===== src/design/three_band_equalizer_assert.svh =====
// assertion macros shared by the equalizer modules
// depends on nothing; included by the sequencer and the datapath
`ifndef THREE_BAND_EQUALIZER_ASSERT_SVH
`define THREE_BAND_EQUALIZER_ASSERT_SVH

// same-cycle implication, disabled while reset is asserted
`define TBE_ASSERT_IMP(lbl, clk, rst_n, ante, cons, msg) \
	lbl: assert property (@(posedge clk) disable iff (!rst_n) (ante) |-> (cons)) \
		else $error(msg);

// next-cycle implication, disabled while reset is asserted
`define TBE_ASSERT_NXT(lbl, clk, rst_n, ante, cons, msg) \
	lbl: assert property (@(posedge clk) disable iff (!rst_n) (ante) |=> (cons)) \
		else $error(msg);

`endif


===== src/design/tbe_pkg.sv =====
// shared constants, types and the microcode table of the three-band equalizer
// depends on nothing; used by every equalizer module and interface
package tbe_pkg;

	// sample and coefficient formats
	localparam int SAMPLE_WIDTH = 24;
	localparam int COEF_WIDTH   = 16;
	localparam int GAIN_WIDTH   = 16;
	localparam int GAIN_FRAC    = 12;
	localparam int FRAC_EXT     = 8;
	localparam int POLES        = 4;
	localparam int HIST         = 3;
	localparam int SIDES        = 2;

	// datapath widths
	localparam int POLE_W    = SAMPLE_WIDTH + FRAC_EXT;
	localparam int DIFF_W    = POLE_W + 1;
	localparam int MULB_W    = ((COEF_WIDTH > GAIN_WIDTH) ? COEF_WIDTH : GAIN_WIDTH) + 1;
	localparam int PROD_W    = DIFF_W + MULB_W;
	localparam int ACC_W     = PROD_W + 2;
	localparam int OUT_SHIFT = GAIN_FRAC + FRAC_EXT;
	localparam int STAGE_W   = $clog2(POLES);
	localparam int ST_AW     = STAGE_W + 2;
	localparam int ST_DEPTH  = 2 * SIDES * POLES;
	localparam int HIST_N    = SIDES * HIST;

	// rounding offsets (half an lsb of the dropped fraction)
	localparam logic [PROD_W-1:0] COEF_HALF = PROD_W'(1) << (COEF_WIDTH - 1);
	localparam logic [ACC_W-1:0]  ACC_HALF  = ACC_W'(1) << (OUT_SHIFT - 1);

	// configuration port
	localparam int CFG_IDX_W  = 3;
	localparam int CFG_DATA_W = (COEF_WIDTH > GAIN_WIDTH) ? COEF_WIDTH : GAIN_WIDTH;

	localparam logic [CFG_IDX_W-1:0] REG_EQ_ENABLE   = CFG_IDX_W'(0);
	localparam logic [CFG_IDX_W-1:0] REG_MONO_SOURCE = CFG_IDX_W'(1);
	localparam logic [CFG_IDX_W-1:0] REG_LOW_GAIN    = CFG_IDX_W'(2);
	localparam logic [CFG_IDX_W-1:0] REG_MID_GAIN    = CFG_IDX_W'(3);
	localparam logic [CFG_IDX_W-1:0] REG_HIGH_GAIN   = CFG_IDX_W'(4);
	localparam logic [CFG_IDX_W-1:0] REG_LOW_COEF    = CFG_IDX_W'(5);
	localparam logic [CFG_IDX_W-1:0] REG_HIGH_COEF   = CFG_IDX_W'(6);

	localparam logic [GAIN_WIDTH-1:0] GAIN_RST      = GAIN_WIDTH'(4096);
	localparam logic [COEF_WIDTH-1:0] LOW_COEF_RST  = COEF_WIDTH'(6860);
	localparam logic [COEF_WIDTH-1:0] HIGH_COEF_RST = COEF_WIDTH'(42132);

	typedef struct packed {
		logic                  eq_enable;
		logic                  mono_source;
		logic [GAIN_WIDTH-1:0] low_gain;
		logic [GAIN_WIDTH-1:0] mid_gain;
		logic [GAIN_WIDTH-1:0] high_gain;
		logic [COEF_WIDTH-1:0] low_coef;
		logic [COEF_WIDTH-1:0] high_coef;
	} cfg_t;

	// sequencer jump conditions
	localparam int JC_W = 3;
	localparam logic [JC_W-1:0] JC_NEXT = 3'd0;  // fall through
	localparam logic [JC_W-1:0] JC_WAIT = 3'd1;  // hold until a frame transfer
	localparam logic [JC_W-1:0] JC_BYP  = 3'd2;  // jump when frame bypasses
	localparam logic [JC_W-1:0] JC_SIDE = 3'd3;  // jump back for the right side
	localparam logic [JC_W-1:0] JC_OUT  = 3'd4;  // hold until output free, then jump
	localparam logic [JC_W-1:0] JC_JUMP = 3'd5;  // unconditional

	// multiplier operand select
	localparam logic [1:0] MS_POLE = 2'd0;
	localparam logic [1:0] MS_LOW  = 2'd1;
	localparam logic [1:0] MS_MID  = 2'd2;
	localparam logic [1:0] MS_HIGH = 2'd3;

	// accumulator operation
	localparam logic [1:0] ACC_HOLD = 2'd0;
	localparam logic [1:0] ACC_LOAD = 2'd1;
	localparam logic [1:0] ACC_ADD  = 2'd2;

	// program steps
	localparam int PC_W = 5;
	localparam logic [PC_W-1:0] PC_IDLE  = 5'd0;
	localparam logic [PC_W-1:0] PC_START = 5'd1;
	localparam logic [PC_W-1:0] PC_L0M   = 5'd2;
	localparam logic [PC_W-1:0] PC_L0U   = 5'd3;
	localparam logic [PC_W-1:0] PC_L1M   = 5'd4;
	localparam logic [PC_W-1:0] PC_L1U   = 5'd5;
	localparam logic [PC_W-1:0] PC_L2M   = 5'd6;
	localparam logic [PC_W-1:0] PC_L2U   = 5'd7;
	localparam logic [PC_W-1:0] PC_L3M   = 5'd8;
	localparam logic [PC_W-1:0] PC_L3U   = 5'd9;
	localparam logic [PC_W-1:0] PC_XH    = 5'd10;
	localparam logic [PC_W-1:0] PC_H0M   = 5'd11;
	localparam logic [PC_W-1:0] PC_H0U   = 5'd12;
	localparam logic [PC_W-1:0] PC_H1M   = 5'd13;
	localparam logic [PC_W-1:0] PC_H1U   = 5'd14;
	localparam logic [PC_W-1:0] PC_H2M   = 5'd15;
	localparam logic [PC_W-1:0] PC_H2U   = 5'd16;
	localparam logic [PC_W-1:0] PC_H3M   = 5'd17;
	localparam logic [PC_W-1:0] PC_H3U   = 5'd18;
	localparam logic [PC_W-1:0] PC_MLO   = 5'd19;
	localparam logic [PC_W-1:0] PC_MMID  = 5'd20;
	localparam logic [PC_W-1:0] PC_MHI   = 5'd21;
	localparam logic [PC_W-1:0] PC_ACC   = 5'd22;
	localparam logic [PC_W-1:0] PC_FIN   = 5'd23;
	localparam logic [PC_W-1:0] PC_OUT   = 5'd24;

	// one control word
	typedef struct packed {
		logic [JC_W-1:0]    jc;
		logic [PC_W-1:0]    tgt;
		logic               x_load;
		logic               lb_save;
		logic               mul_en;
		logic [1:0]         mul_sel;
		logic               cascade;
		logic [STAGE_W-1:0] stage;
		logic               pole_upd;
		logic [1:0]         acc_op;
		logic               hist_shift;
	} uword_t;

	// sequencer to datapath
	typedef struct packed {
		uword_t uw;
		logic   side;
		logic   idle;
		logic   res_save;
		logic   out_load;
	} ctrl_t;

	// datapath to sequencer
	typedef struct packed {
		logic accept;
		logic byp;
		logic out_busy;
	} status_t;

	// multiply or update step of one pole
	function automatic uword_t pole_word(input logic casc, input logic [STAGE_W-1:0] stg,
		input logic upd);
		uword_t w;
		w = '0;
		w.jc = JC_NEXT;
		w.cascade = casc;
		w.stage = stg;
		w.mul_en = ~upd;
		w.mul_sel = MS_POLE;
		w.pole_upd = upd;
		return w;
	endfunction

	// microcode rom
	function automatic uword_t ucode_rom(input logic [PC_W-1:0] pc);
		uword_t w;
		w = '0;
		w.jc = JC_NEXT;
		case (pc)
			PC_IDLE: w.jc = JC_WAIT;
			PC_START: begin
				w.jc = JC_BYP;
				w.tgt = PC_OUT;
				w.x_load = 1'b1;
			end
			PC_L0M: w = pole_word(1'b0, STAGE_W'(0), 1'b0);
			PC_L0U: w = pole_word(1'b0, STAGE_W'(0), 1'b1);
			PC_L1M: w = pole_word(1'b0, STAGE_W'(1), 1'b0);
			PC_L1U: w = pole_word(1'b0, STAGE_W'(1), 1'b1);
			PC_L2M: w = pole_word(1'b0, STAGE_W'(2), 1'b0);
			PC_L2U: w = pole_word(1'b0, STAGE_W'(2), 1'b1);
			PC_L3M: w = pole_word(1'b0, STAGE_W'(3), 1'b0);
			PC_L3U: w = pole_word(1'b0, STAGE_W'(3), 1'b1);
			PC_XH: begin
				w.x_load = 1'b1;
				w.lb_save = 1'b1;
			end
			PC_H0M: w = pole_word(1'b1, STAGE_W'(0), 1'b0);
			PC_H0U: w = pole_word(1'b1, STAGE_W'(0), 1'b1);
			PC_H1M: w = pole_word(1'b1, STAGE_W'(1), 1'b0);
			PC_H1U: w = pole_word(1'b1, STAGE_W'(1), 1'b1);
			PC_H2M: w = pole_word(1'b1, STAGE_W'(2), 1'b0);
			PC_H2U: w = pole_word(1'b1, STAGE_W'(2), 1'b1);
			PC_H3M: w = pole_word(1'b1, STAGE_W'(3), 1'b0);
			PC_H3U: w = pole_word(1'b1, STAGE_W'(3), 1'b1);
			PC_MLO: begin
				w.mul_en = 1'b1;
				w.mul_sel = MS_LOW;
			end
			PC_MMID: begin
				w.mul_en = 1'b1;
				w.mul_sel = MS_MID;
				w.acc_op = ACC_LOAD;
			end
			PC_MHI: begin
				w.mul_en = 1'b1;
				w.mul_sel = MS_HIGH;
				w.acc_op = ACC_ADD;
			end
			PC_ACC: begin
				w.acc_op = ACC_ADD;
				w.hist_shift = 1'b1;
			end
			PC_FIN: begin
				w.jc = JC_SIDE;
				w.tgt = PC_START;
			end
			PC_OUT: begin
				w.jc = JC_OUT;
				w.tgt = PC_IDLE;
			end
			default: begin
				w.jc = JC_JUMP;
				w.tgt = PC_IDLE;
			end
		endcase
		return w;
	endfunction

endpackage


===== src/design/tbe_if.sv =====
// valid/ready channel interfaces for equalizer input and output frames
// depends on tbe_pkg for the sample width
interface tbe_in_if;
	logic                                   valid;
	logic                                   ready;
	logic signed [tbe_pkg::SAMPLE_WIDTH-1:0] left_in;
	logic signed [tbe_pkg::SAMPLE_WIDTH-1:0] right_in;

	modport source (output valid, left_in, right_in, input ready);
	modport sink (input valid, left_in, right_in, output ready);
endinterface

interface tbe_out_if;
	logic                                   valid;
	logic                                   ready;
	logic signed [tbe_pkg::SAMPLE_WIDTH-1:0] left_out;
	logic signed [tbe_pkg::SAMPLE_WIDTH-1:0] right_out;

	modport source (output valid, left_out, right_out, input ready);
	modport sink (input valid, left_out, right_out, output ready);
endinterface


===== src/design/tbe_seq.sv =====
// microcode sequencer: step counter, control rom lookup and conditional jumps
// depends on tbe_pkg and three_band_equalizer_assert.svh
`include "three_band_equalizer_assert.svh"

module tbe_seq (
	input  logic             clk,
	input  logic             arst_n,
	input  tbe_pkg::status_t status,
	output tbe_pkg::ctrl_t   ctrl
);
	import tbe_pkg::*;

	logic [PC_W-1:0] pc_q;
	logic [PC_W-1:0] pc_d;
	logic [PC_W-1:0] pc_inc;
	logic            side_q;
	logic            res_save;
	logic            out_load;
	uword_t          uw;

	// current control word
	assign uw = ucode_rom(pc_q);
	assign pc_inc = pc_q + PC_W'(1);

	// next step
	always_comb begin
		pc_d = pc_inc;
		case (uw.jc)
			JC_NEXT: pc_d = pc_inc;
			JC_WAIT: pc_d = status.accept ? pc_inc : pc_q;
			JC_BYP:  pc_d = status.byp ? uw.tgt : pc_inc;
			JC_SIDE: pc_d = side_q ? pc_inc : uw.tgt;
			JC_OUT:  pc_d = status.out_busy ? pc_q : uw.tgt;
			JC_JUMP: pc_d = uw.tgt;
			default: pc_d = PC_IDLE;
		endcase
	end

	// left result parks and right side starts; output loads once free
	assign res_save = (uw.jc == JC_SIDE) && !side_q;
	assign out_load = (uw.jc == JC_OUT) && !status.out_busy;

	always_ff @(posedge clk or negedge arst_n) begin
		if (!arst_n) begin
			pc_q <= PC_IDLE;
			side_q <= 1'b0;
		end else begin
			pc_q <= pc_d;
			if (status.accept) begin
				side_q <= 1'b0;
			end else if (res_save) begin
				side_q <= 1'b1;
			end
		end
	end

	assign ctrl.uw = uw;
	assign ctrl.side = side_q;
	assign ctrl.idle = (pc_q == PC_IDLE);
	assign ctrl.res_save = res_save;
	assign ctrl.out_load = out_load;

	`TBE_ASSERT_IMP(a_pc_range, clk, arst_n, 1'b1, pc_q <= PC_OUT, "step counter out of program")
	`TBE_ASSERT_NXT(a_accept_start, clk, arst_n, status.accept, pc_q == PC_START, "no start after transfer")
	`TBE_ASSERT_NXT(a_side_switch, clk, arst_n, res_save, side_q && pc_q == PC_START, "right side not started")

endmodule


===== src/design/tbe_dp.sv =====
// datapath: pole and history state, shared multiplier, accumulator, output register
// depends on tbe_pkg, tbe_if and three_band_equalizer_assert.svh
`include "three_band_equalizer_assert.svh"

module tbe_dp (
	input  logic             clk,
	input  logic             arst_n,
	input  tbe_pkg::ctrl_t   ctrl,
	input  tbe_pkg::cfg_t    cfg,
	tbe_in_if.sink           dry,
	tbe_out_if.source        wet,
	output tbe_pkg::status_t status
);
	import tbe_pkg::*;

	logic signed [SAMPLE_WIDTH-1:0] in_l_q;
	logic signed [SAMPLE_WIDTH-1:0] in_r_q;
	logic                           byp_q;
	logic signed [POLE_W-1:0]       st_q [ST_DEPTH];
	logic signed [SAMPLE_WIDTH-1:0] hist_q [HIST_N];
	logic signed [POLE_W-1:0]       x_q;
	logic signed [POLE_W-1:0]       lb_q;
	logic signed [PROD_W-1:0]       p_q;
	logic signed [ACC_W-1:0]        acc_q;
	logic signed [SAMPLE_WIDTH-1:0] res_l_q;
	logic signed [SAMPLE_WIDTH-1:0] left_q;
	logic signed [SAMPLE_WIDTH-1:0] right_q;
	logic                           out_valid_q;

	logic                           accept;
	logic [ST_AW-1:0]               st_addr;
	logic signed [POLE_W-1:0]       st_rd;
	logic signed [SAMPLE_WIDTH-1:0] samp;
	logic signed [POLE_W-1:0]       samp_ext;
	logic signed [SAMPLE_WIDTH-1:0] delayed;
	logic signed [POLE_W-1:0]       delayed_ext;
	logic signed [DIFF_W-1:0]       pole_d;
	logic signed [DIFF_W-1:0]       mb;
	logic signed [DIFF_W-1:0]       hb;
	logic signed [DIFF_W-1:0]       mul_a;
	logic signed [MULB_W-1:0]       mul_b;
	logic signed [PROD_W-1:0]       prod;
	logic [PROD_W-1:0]              p_bias;
	logic signed [PROD_W-1:0]       p_rnd;
	logic signed [POLE_W-1:0]       pole_inc;
	logic signed [POLE_W-1:0]       pole_new;
	logic [ACC_W-1:0]               a_bias;
	logic signed [ACC_W-1:0]        a_rnd;
	logic signed [ACC_W-1:0]        y_full;
	logic                           y_ovf;
	logic signed [SAMPLE_WIDTH-1:0] y_sat;

	// input transfer
	assign dry.ready = ctrl.idle;
	assign accept = dry.valid && dry.ready;

	always_ff @(posedge clk or negedge arst_n) begin
		if (!arst_n) begin
			byp_q <= 1'b0;
		end else if (accept) begin
			byp_q <= ~cfg.eq_enable;
		end
	end

	// mono applies only while the equalizer runs
	always_ff @(posedge clk) begin
		if (accept) begin
			in_l_q <= dry.left_in;
			in_r_q <= (cfg.eq_enable && cfg.mono_source) ? dry.left_in : dry.right_in;
		end
	end

	// operand selection for the current side
	assign samp = ctrl.side ? in_r_q : in_l_q;
	assign samp_ext = {samp, {FRAC_EXT{1'b0}}};
	assign delayed = ctrl.side ? hist_q[2 * HIST - 1] : hist_q[HIST - 1];
	assign delayed_ext = {delayed, {FRAC_EXT{1'b0}}};
	assign st_addr = {ctrl.uw.cascade, ctrl.side, ctrl.uw.stage};
	assign st_rd = st_q[st_addr];

	assign pole_d = DIFF_W'(x_q) - DIFF_W'(st_rd);
	assign mb = DIFF_W'(x_q) - DIFF_W'(lb_q);
	assign hb = DIFF_W'(delayed_ext) - DIFF_W'(x_q);

	always_comb begin
		mul_a = pole_d;
		mul_b = ctrl.uw.cascade ? MULB_W'(cfg.high_coef) : MULB_W'(cfg.low_coef);
		case (ctrl.uw.mul_sel)
			MS_POLE: begin
				mul_a = pole_d;
				mul_b = ctrl.uw.cascade ? MULB_W'(cfg.high_coef) : MULB_W'(cfg.low_coef);
			end
			MS_LOW: begin
				mul_a = DIFF_W'(lb_q);
				mul_b = MULB_W'(cfg.low_gain);
			end
			MS_MID: begin
				mul_a = mb;
				mul_b = MULB_W'(cfg.mid_gain);
			end
			MS_HIGH: begin
				mul_a = hb;
				mul_b = MULB_W'(cfg.high_gain);
			end
			default: begin
				mul_a = pole_d;
				mul_b = MULB_W'(cfg.low_coef);
			end
		endcase
	end

	// shared multiplier, registered
	assign prod = mul_a * mul_b;

	// pole update: round to nearest, ties away from zero
	assign p_bias = p_q[PROD_W-1] ? (COEF_HALF - PROD_W'(1)) : COEF_HALF;
	assign p_rnd = p_q + $signed(p_bias);
	assign pole_inc = POLE_W'(p_rnd >>> COEF_WIDTH);
	assign pole_new = st_rd + pole_inc;

	// band sum rounding and saturation
	assign a_bias = acc_q[ACC_W-1] ? (ACC_HALF - ACC_W'(1)) : ACC_HALF;
	assign a_rnd = acc_q + $signed(a_bias);
	assign y_full = a_rnd >>> OUT_SHIFT;
	assign y_ovf = !((&y_full[ACC_W-1:SAMPLE_WIDTH-1]) || !(|y_full[ACC_W-1:SAMPLE_WIDTH-1]));
	assign y_sat = y_ovf ? {y_full[ACC_W-1], {(SAMPLE_WIDTH-1){~y_full[ACC_W-1]}}}
		: y_full[SAMPLE_WIDTH-1:0];

	// filter state and history
	always_ff @(posedge clk or negedge arst_n) begin
		if (!arst_n) begin
			for (int i = 0; i < ST_DEPTH; i++) begin
				st_q[i] <= '0;
			end
			for (int i = 0; i < HIST_N; i++) begin
				hist_q[i] <= '0;
			end
		end else begin
			if (ctrl.uw.pole_upd) begin
				st_q[st_addr] <= pole_new;
			end
			if (ctrl.uw.hist_shift) begin
				for (int s = 0; s < SIDES; s++) begin
					if (ctrl.side == s[0]) begin
						for (int k = HIST - 1; k > 0; k--) begin
							hist_q[s * HIST + k] <= hist_q[s * HIST + k - 1];
						end
						hist_q[s * HIST] <= samp;
					end
				end
			end
		end
	end

	// working registers
	always_ff @(posedge clk) begin
		if (ctrl.uw.x_load) begin
			x_q <= samp_ext;
		end else if (ctrl.uw.pole_upd) begin
			x_q <= pole_new;
		end
		if (ctrl.uw.lb_save) begin
			lb_q <= x_q;
		end
		if (ctrl.uw.mul_en) begin
			p_q <= prod;
		end
		case (ctrl.uw.acc_op)
			ACC_LOAD: acc_q <= ACC_W'(p_q);
			ACC_ADD:  acc_q <= acc_q + ACC_W'(p_q);
			default:  acc_q <= acc_q;
		endcase
		if (ctrl.res_save) begin
			res_l_q <= y_sat;
		end
	end

	// output register
	always_ff @(posedge clk or negedge arst_n) begin
		if (!arst_n) begin
			out_valid_q <= 1'b0;
		end else if (ctrl.out_load) begin
			out_valid_q <= 1'b1;
		end else if (wet.ready) begin
			out_valid_q <= 1'b0;
		end
	end

	always_ff @(posedge clk) begin
		if (ctrl.out_load) begin
			left_q <= byp_q ? in_l_q : res_l_q;
			right_q <= byp_q ? in_r_q : y_sat;
		end
	end

	assign wet.valid = out_valid_q;
	assign wet.left_out = left_q;
	assign wet.right_out = right_q;

	assign status.accept = accept;
	assign status.byp = byp_q;
	assign status.out_busy = out_valid_q && !wet.ready;

	`TBE_ASSERT_IMP(a_load_free, clk, arst_n, ctrl.out_load, !(out_valid_q && !wet.ready), "output overwritten")
	`TBE_ASSERT_IMP(a_upd_after_mul, clk, arst_n, ctrl.uw.pole_upd, $past(ctrl.uw.mul_en) && $past(ctrl.uw.mul_sel) == MS_POLE, "pole update without product")
	`TBE_ASSERT_IMP(a_byp_no_state, clk, arst_n, byp_q && !ctrl.idle, !ctrl.uw.pole_upd && !ctrl.uw.hist_shift, "bypass frame touched state")

endmodule


===== src/design/three_band_equalizer.sv =====
// Stereo three-band equalizer, one frame in and one frame out per transfer.
// Enabled: the left side and then the right side run through the filter program;
// every multiply goes through the single shared multiplier, stepped by the microcode.
// Disabled: samples pass unfiltered. Either way a new frame is taken only at idle.
// A stalled output holds the program at its last step until the result is taken.
// Reset (arst_n low) clears all filter state, history and output valid; restores defaults.
module three_band_equalizer (
	input  logic                              clk,
	input  logic                              arst_n,
	input  logic                              cfg_wr_en,
	input  logic [tbe_pkg::CFG_IDX_W-1:0]     cfg_idx,
	input  logic [tbe_pkg::CFG_DATA_W-1:0]    cfg_wdata,
	tbe_in_if.sink                            dry,
	tbe_out_if.source                         wet
);
	import tbe_pkg::*;

	cfg_t    cfg_q;
	ctrl_t   ctrl;
	status_t status;

	// configuration registers; writes past the list are dropped
	always_ff @(posedge clk or negedge arst_n) begin
		if (!arst_n) begin
			cfg_q.eq_enable <= 1'b0;
			cfg_q.mono_source <= 1'b0;
			cfg_q.low_gain <= GAIN_RST;
			cfg_q.mid_gain <= GAIN_RST;
			cfg_q.high_gain <= GAIN_RST;
			cfg_q.low_coef <= LOW_COEF_RST;
			cfg_q.high_coef <= HIGH_COEF_RST;
		end else if (cfg_wr_en) begin
			case (cfg_idx)
				REG_EQ_ENABLE:   cfg_q.eq_enable <= cfg_wdata[0];
				REG_MONO_SOURCE: cfg_q.mono_source <= cfg_wdata[0];
				REG_LOW_GAIN:    cfg_q.low_gain <= cfg_wdata[GAIN_WIDTH-1:0];
				REG_MID_GAIN:    cfg_q.mid_gain <= cfg_wdata[GAIN_WIDTH-1:0];
				REG_HIGH_GAIN:   cfg_q.high_gain <= cfg_wdata[GAIN_WIDTH-1:0];
				REG_LOW_COEF:    cfg_q.low_coef <= cfg_wdata[COEF_WIDTH-1:0];
				REG_HIGH_COEF:   cfg_q.high_coef <= cfg_wdata[COEF_WIDTH-1:0];
				default: begin
				end
			endcase
		end
	end

	// program sequencer
	tbe_seq u_seq (
		.clk    (clk),
		.arst_n (arst_n),
		.status (status),
		.ctrl   (ctrl)
	);

	// datapath
	tbe_dp u_dp (
		.clk    (clk),
		.arst_n (arst_n),
		.ctrl   (ctrl),
		.cfg    (cfg_q),
		.dry    (dry),
		.wet    (wet),
		.status (status)
	);

endmodule

===== src/flat_wrapper.sv =====
// flat-port wrapper written by rule: the top's interface ports become plain ports
module three_band_equalizer_flat import tbe_pkg::*;
  (clk, arst_n, cfg_wr_en, cfg_idx, cfg_wdata, dry_valid, dry_left_in, dry_right_in, dry_ready, wet_valid, wet_left_out, wet_right_out, wet_ready);
  tbe_in_if dry_i ();
  tbe_out_if wet_i ();
  input  logic clk;
  input  logic arst_n;
  input  logic cfg_wr_en;
  input  logic [tbe_pkg::CFG_IDX_W-1:0] cfg_idx;
  input  logic [tbe_pkg::CFG_DATA_W-1:0] cfg_wdata;
  input wire logic [$bits(dry_i.valid)-1:0] dry_valid;
  input wire logic [$bits(dry_i.left_in)-1:0] dry_left_in;
  input wire logic [$bits(dry_i.right_in)-1:0] dry_right_in;
  output wire logic [$bits(dry_i.ready)-1:0] dry_ready;
  output wire logic [$bits(wet_i.valid)-1:0] wet_valid;
  output wire logic [$bits(wet_i.left_out)-1:0] wet_left_out;
  output wire logic [$bits(wet_i.right_out)-1:0] wet_right_out;
  input wire logic [$bits(wet_i.ready)-1:0] wet_ready;
  assign dry_i.valid = dry_valid;
  assign dry_i.left_in = dry_left_in;
  assign dry_i.right_in = dry_right_in;
  assign dry_ready = dry_i.ready;
  assign wet_valid = wet_i.valid;
  assign wet_left_out = wet_i.left_out;
  assign wet_right_out = wet_i.right_out;
  assign wet_i.ready = wet_ready;
  three_band_equalizer u_core (.clk(clk), .arst_n(arst_n), .cfg_wr_en(cfg_wr_en), .cfg_idx(cfg_idx), .cfg_wdata(cfg_wdata), .dry(dry_i), .wet(wet_i));
endmodule

===== config.mk =====
export PLATFORM = sky130hd
export DESIGN_NAME = three_band_equalizer_flat
export DESIGN_NICKNAME = d
export VERILOG_FILES = /design/src/design/tbe_pkg.sv /design/src/design/tbe_if.sv /design/src/design/tbe_seq.sv /design/src/design/tbe_dp.sv /design/src/design/three_band_equalizer.sv /design/src/flat_wrapper.sv
export VERILOG_INCLUDE_DIRS = /design/src /design/src/design
export SDC_FILE = /design/constraint.sdc
export NUM_CORES = 2
export LEC_CHECK = 0
export ABC_AREA = 1
export BUFFER_PORTS_ARGS = -buffer_cell sky130_fd_sc_hd__buf_2
export CORE_ASPECT_RATIO = 0.5
export CORE_MARGIN = 5
export CORE_UTILIZATION = 65
export CTS_CLUSTER_SIZE = 12
export DETAILED_ROUTE_END_ITERATION = 10
export PLACE_DENSITY = 0.83
export SLEW_MARGIN = 20
export SYNTH_ARGS = -nofsm -noshare
export SYNTH_HDL_FRONTEND = slang
export SYNTH_SLANG_ARGS = --single-unit

===== constraint.sdc =====
create_clock -name clk -period 12.4 [get_ports clk]
set_input_delay 2.48 -clock clk [delete_from_list [all_inputs] [get_ports clk]]
set_output_delay 2.48 -clock clk [all_outputs]
set_load 0.01 [all_outputs]

# Word-level counts from Yosys, hierarchy flattened
# Index checks and enable logic that the tools add are counted.
# Widths: inputs -> output; s select.
totals:
  regBits: 1032
  word_cells: 172
  in_bits: 72
  output_inout_bits: 50
classes:
  n_mul: 1
  n_eq_ne: 42
  magnitude_cmp: 2
  bitwise: 4
  n_addsub: 8
  muxes: 37
  reduce_logical: 35
op_table:
  columns: ["cell", "count"]
  rows:
  - ["$bwmux 512", 1]
  - ["$mux 32", 5]
  - ["$mux 24", 6]
  - ["$pmux 33 s4", 1]
  - ["$bmux 32 s4", 1]
  - ["$demux 32 s4", 1]
  - ["$pmux 52 s2", 1]
  - ["$sub 32x32->33", 3]
  - ["$pmux 17 s4", 1]
  - ["$pmux 4 s15", 1]
  - ["$add 52x21->52", 1]
  - ["$add 52x50->52", 1]
  - ["$mul 33x17->50", 1]
  - ["$add 48x17->48", 1]
  - ["$eq 5x5->1 const B", 9]
  - ["$eq 5x4->1 const B", 8]
  - ["$add 32x32->32", 1]
  - ["$mux 16", 2]
  - ["$pmux 5 s6", 1]
  - ["$reduce_or 21->1", 1]
  - ["$eq 5x3->1 const B", 4]
  - ["$mux 20", 1]
  - ["$mux 5", 4]
  - ["$reduce_and 2->1", 10]
  - ["other kinds (29)", 63]

# Longest topological paths before layout
logic_depth:
  ltp_word: 9
  depth_mapped: 58

# Cells and area by module
# A second synthesis with hierarchy kept.
hier_totals:
  cells_unflattened: 9370
  area_unflattened_um2: 75906.6
modules_own_cells:
  columns: ["module", "instances", "seq_area_each_um2", "area_each_um2", "cells_per_inst"]
  rows:
  - ["tbe_dp", 1, 24974.0, 71730.0, 8831]
  - ["three_band_equalizer", 1, 2072.0, 3211.8, 366]
  - ["tbe_seq", 1, 150.1, 964.7, 173]

# Worst setup path after synthesis
# Ideal clock, no wire load.
synth_timing:
  path_type: "reg-to-reg"
  start: "register u_core.u_seq.pc_q[0]"
  end: "register u_core.u_dp.p_q[32] (data pin)"
  stages_incl_launch_ff: 55
  t_arrival_ns: 9.209
  t_required_ns: 12.139
  path_slack_ns: 2.930
  n_path_buf: 4
  cell_sequence: "dfrtp_1 > inv_1 > ha_1 > inv_1 > nor2_1 > nand2_1 > nand2_1 > nor2_4 > nand2_2 > buf_6 > nor2_4 > inv_2 > buf_6 > buf_2 > o22ai_1 > o21ai_0 > nand2_1 > nor2_1 > [19 not listed] > fa_1 > inv_1 > fa_1 > fa_1 > inv_1 > fa_1 > inv_1 > ha_1 > nand2_1 > nor2_1 > inv_1 > nor2_1 > inv_1 > nor4b_1 > a21oi_1 > nand3b_1 > nand3_1 > xor2_1"
synth_via:
  elab_chain_len: 9
  elab_cells_between_ends: 35
  cone_classes: "add/sub: 1; mul: 1; eq/ne: 22; mux: 8; bitwise: 1; reduce/logical: 2"
synth_rtl:
  columns: ["element", "line", "source"]
  rows:
  - ["start: declaration", "tbe_seq.sv:13", "logic [PC_W-1:0] pc_q;"]
  - ["start signal: assignment", "tbe_seq.sv:48", "pc_q <= pc_d;"]
  - ["$eq 5x5->1 (tied with other cells)", "tbe_pkg.sv:155", "case (pc)"]
  - ["$pmux 4 s15", "tbe_pkg.sv:155", null]
  - ["$not 4->5 (implied by the code)", "tbe_dp.sv:79", "assign st_rd = st_q[st_addr];"]
  - ["$bmux 32 s4", "tbe_dp.sv:79", null]
  - ["$mux 32 (implied by the code) (2 in series)", "tbe_dp.sv:79", null]
  - ["$sub 32x32->33", "tbe_dp.sv:81", "assign pole_d = DIFF_W'(x_q) - DIFF_W'(st_rd);"]
  - ["$pmux 33 s4", "tbe_dp.sv:88", "case (ctrl.uw.mul_sel)"]
  - ["$mul 33x17->50 (*)", "tbe_dp.sv:113", "assign prod = mul_a * mul_b;"]
  - ["named net u_core.u_dp.prod[32]", "tbe_dp.sv:42", "logic signed [PROD_W-1:0] prod;"]
  - ["end signal: assignment", "tbe_dp.sv:166", "p_q <= prod;"]
  - ["end: declaration", "tbe_dp.sv:23", "logic signed [PROD_W-1:0] p_q;"]
# Mark *: on every way through the listed nets, which the timed path passes. The rest lies on a longest branch. The select of a mux whose other input is x is not followed.
# A chain may end at the register's enable or synchronous reset.

# Worst setup path in the final report
layout_timing:
  start: "register u_core.u_seq.pc_q[0]"
  end: "register u_core.u_dp.p_q[48] (data pin)"
# The elaborated chain is that of the path after synthesis.

==> flow_summary_export.csv <==
group,metric,value,unit
setup_path,slowest_stage,"fa_1",
cells_and_area,final_cell_mix,"2465 x nand2_1, 1548 x inv_1, 882 x o21ai_0, 729 x dfrtp_1, 717 x nor2_1",
timing,slew-limit-headroom,17.2,%
clocking,cts.clk_slew.worst_paths,0.07,ns
outcome,status,"completed",
setup_path,cp-end-kind,"flop",
logic_synthesis,synth_cells,9647,
setup_path,start_kind,"flop",
grt,grt_use_total,40.9,%
die,die_w,493,um
logic_synthesis,ys_async_sr_fraction,72.3,%
timing,fin_tns_setup,0,ns
logic_synthesis,synth.avg_cell_area,7.86,sq um
timing,tightest_slew,1.23,ns
cells_and_area,fin_nets,10500,
timing,finClkSkew,0.118,ns
clocking,cts_sinks,1032,
die,die_area,124000,sq um
detailed_routing,routed_wl,256000,um
detailed_routing,drc,0,
logic_synthesis,syn-num-nets,10500,
logic_synthesis,ys_ff_latch,1032,
timing,max_freq,84.6,MHz
setup_path,crit_arrival,12.28,ns
setup_path,crit_top_cell,"nand2_1",
logic_synthesis,ys.warnings.count,0,
detailed_routing,first_pass_iters,7,
detailed_routing,vias_per_cell,6.11,
cells_and_area,drive_above_1_share,5.64,%
logic_synthesis,synth_area,75800,sq um
clocking,clk-insertion-delay-late,0.76,ns
clocking,htreeDepth,3,
grt,grt_max_degree,162,
grt,grt_pass1_wl,390000,um
setup_path,cp_max_fo,18,
logic_synthesis,synthFlopType,"dfrtp_1",
detailed_routing,drt_iter0_markers,9446,
min_path,hold_path_depth,2,
grt,overflow,0,
setup_path,r2r_slack,0.57,ns
clocking,clockRootBuffer,"clkbuf_16",
setup_path,rr_worst_depth,49,
clocking,numCtsBuffers,100,
detailed_routing,detail_route.wl_per_cell,22.9,um
run,maxCapViolations,0,
clocking,clk_path_buf_depth,3,
placement,place_congestion,1.08,
placement,hpwl,190000,um
cells_and_area,area_growth,6.90,%
cells_and_area,mostFrequentLayoutCell,"nand2_1",
die,ioPinCount,122,
die,placementRows,88,
die,start_util,65.6,%
placement,io_buffers,121,
logic_synthesis,ys_seq_area_share,35.9,%
clocking,cts_tree,"built",
min_path,min_path_type,"flop to flop",
setup_path,path_class,"flop to flop",
logic_synthesis,synth_edf_count,278,
timing,setup_viol,0,
timing,fin_crit_sh,95.4,%
setup_path,required,12.86,ns
grt,grt_pass1_vias,65900,
grt,antenna_found_initial,11,
timing,period_needed,11.83,ns
setup_path,max_stage_delay,0.59,ns
timing,hold_viol,0,
die,die_h,252,um
die,coreArea,116000,sq um
logic_synthesis,ys_types,69,
timing,slew_violations,0,
detailed_routing,num_vias,68600,
detailed_routing,ant_nets,0,
timing,rsz0062_at_grt,"false",
## Yosys cell counts, drive strengths merged, types with 55 or more instances
library cell	n	area, sq um
ha	298	3730
inv	1586	5950
nor3	55	280
fa	506	10100
edfxtp	278	8350
dfrtp	730	18300
buf	110	579
nand2	2473	9310
nand3	438	2210
nor2	753	2920
o21ai	1029	5160
xnor2	56	490
nand4	165	1050
a22oi	64	480
xor2	93	822
a21oi	286	1430
o22ai	155	970
clkbuf	264	991
## path summary, 6_finish.rpt
path,start,to
max,u_core.u_seq.pc_q[0]$_DFFE_PN0P_,u_core.u_dp.p_q[48]$_DFFE_PP_
min,u_core.u_dp.res_l_q[10]$_DFFE_PP_,u_core.u_dp.wet.left_out[10]$_DFFE_PP_
max reg2reg,u_core.u_seq.pc_q[0]$_DFFE_PN0P_,u_core.u_dp.p_q[48]$_DFFE_PP_
min reg2reg,u_core.u_dp.res_l_q[10]$_DFFE_PP_,u_core.u_dp.wet.left_out[10]$_DFFE_PP_
max in group asynchronous,arst_n,u_core.u_dp.st_q[122]$_DFFE_PN0P_
min in group asynchronous,arst_n,u_core.cfg_q[70]$_DFFE_PN0P_
## sequential cells by signal (all words and copies together), names as in the netlist
register	count
u_core.u_dp.in_l_q	24
u_core.u_dp.res_l_q	24
u_core.u_dp.wet.right_out	24
u_core.u_dp.hist_q	144
u_core.u_dp.byp_q	1
u_core.u_dp.wet.left_out	24
u_core.u_dp.p_q	50
u_core.u_dp.acc_q	52
u_core.u_dp.in_r_q	24
u_core.u_seq.side_q	1
u_core.u_seq.pc_q	5
u_core.u_dp.lb_q	32
u_core.cfg_q	82
u_core.u_dp.x_q	32
u_core.u_dp.wet.valid	1
u_core.u_dp.st_q	512
## logic make-up (layout without fill, tap and decap cells)
kind of cell	after synthesis	after routing	share of synthesized area [%]
multiplexers	26	26	0.383
other	0	1	0
AND/OR/NAND/NOR	3966	3966	21.5
buffers and inverters	1969	2013	9.96
flip-flops	1032	1032	35.9
AO/OA/AOI/OAI	1701	1701	12.3
XOR/XNOR	149	149	1.73
adder cells (fa/ha/maj)	804	804	18.3
## area by class of cell
class / count / area, sq um
Clock inverter: 16 / 283
Timing Repair Buffer: 250 / 1670
Antenna cell: 1 / 2.50
Inverter: 1595 / 6010
Multi-Input combinational cell: 6646 / 41300
Tap cell: 1530 / 1910
Sequential cell: 1032 / 27200
Clock buffer: 152 / 2730
Fill cell: 9408 / 34500
## per-layer routing
| metal | share of wire (%) | GRT usage [%] |
|---|---|---|
| met4 | 4.3 | 15.3 |
| met1 | 39 | 57.1 |
| met3 | 15 | 14.7 |
| met2 | 42 | 59.2 |
| met5 | 0.049 | 0 |
## critical path, delay by kind of cell (launching register included)
kind / cells / cell delay [ns]
AOI/OAI and AO/OA: 6 / 1.06
DFF: 1 / 0.49
buffers and inverters: 11 / 1.85
and+or+nand+nor: 21 / 3.88
xor gates and xnor gates: 2 / 0.25
adders and majority gates: 9 / 3.99
## through the flow
step / instance area [sq um] / utilization, % / setup WS (ns) / hold WS (ns) / cells
global placement: 77900 / 67.4 / 0.853 / 0.453 / 11000
finish: 81100 / 70.1 / 0.575 / 0.457 / 11200
CTS: 81000 / 70.0 / 0.595 / 0.460 / 11200
detailed placement: 77900 / 67.4 / 0.635 / 0.459 / 11000
floorplan: 75800 / - / 2.93 / 0.431 / 9647
global route: 81100 / 70.1 / 0.0119 / 0.481 / 11200
## timing repair
| action | in CTS | in global routing |
|---|---|---|
| buffers inserted | 0 | 3 |
| hold buffers | 0 | 0 |
| endpoints found under the setup margin | 0 | 22 |
| gates resized for setup | 0 | 12 |
Power is left out: the tool's default activity adds up to more than one toggle a clock period on the data nets, which glitch-free logic cannot reach.
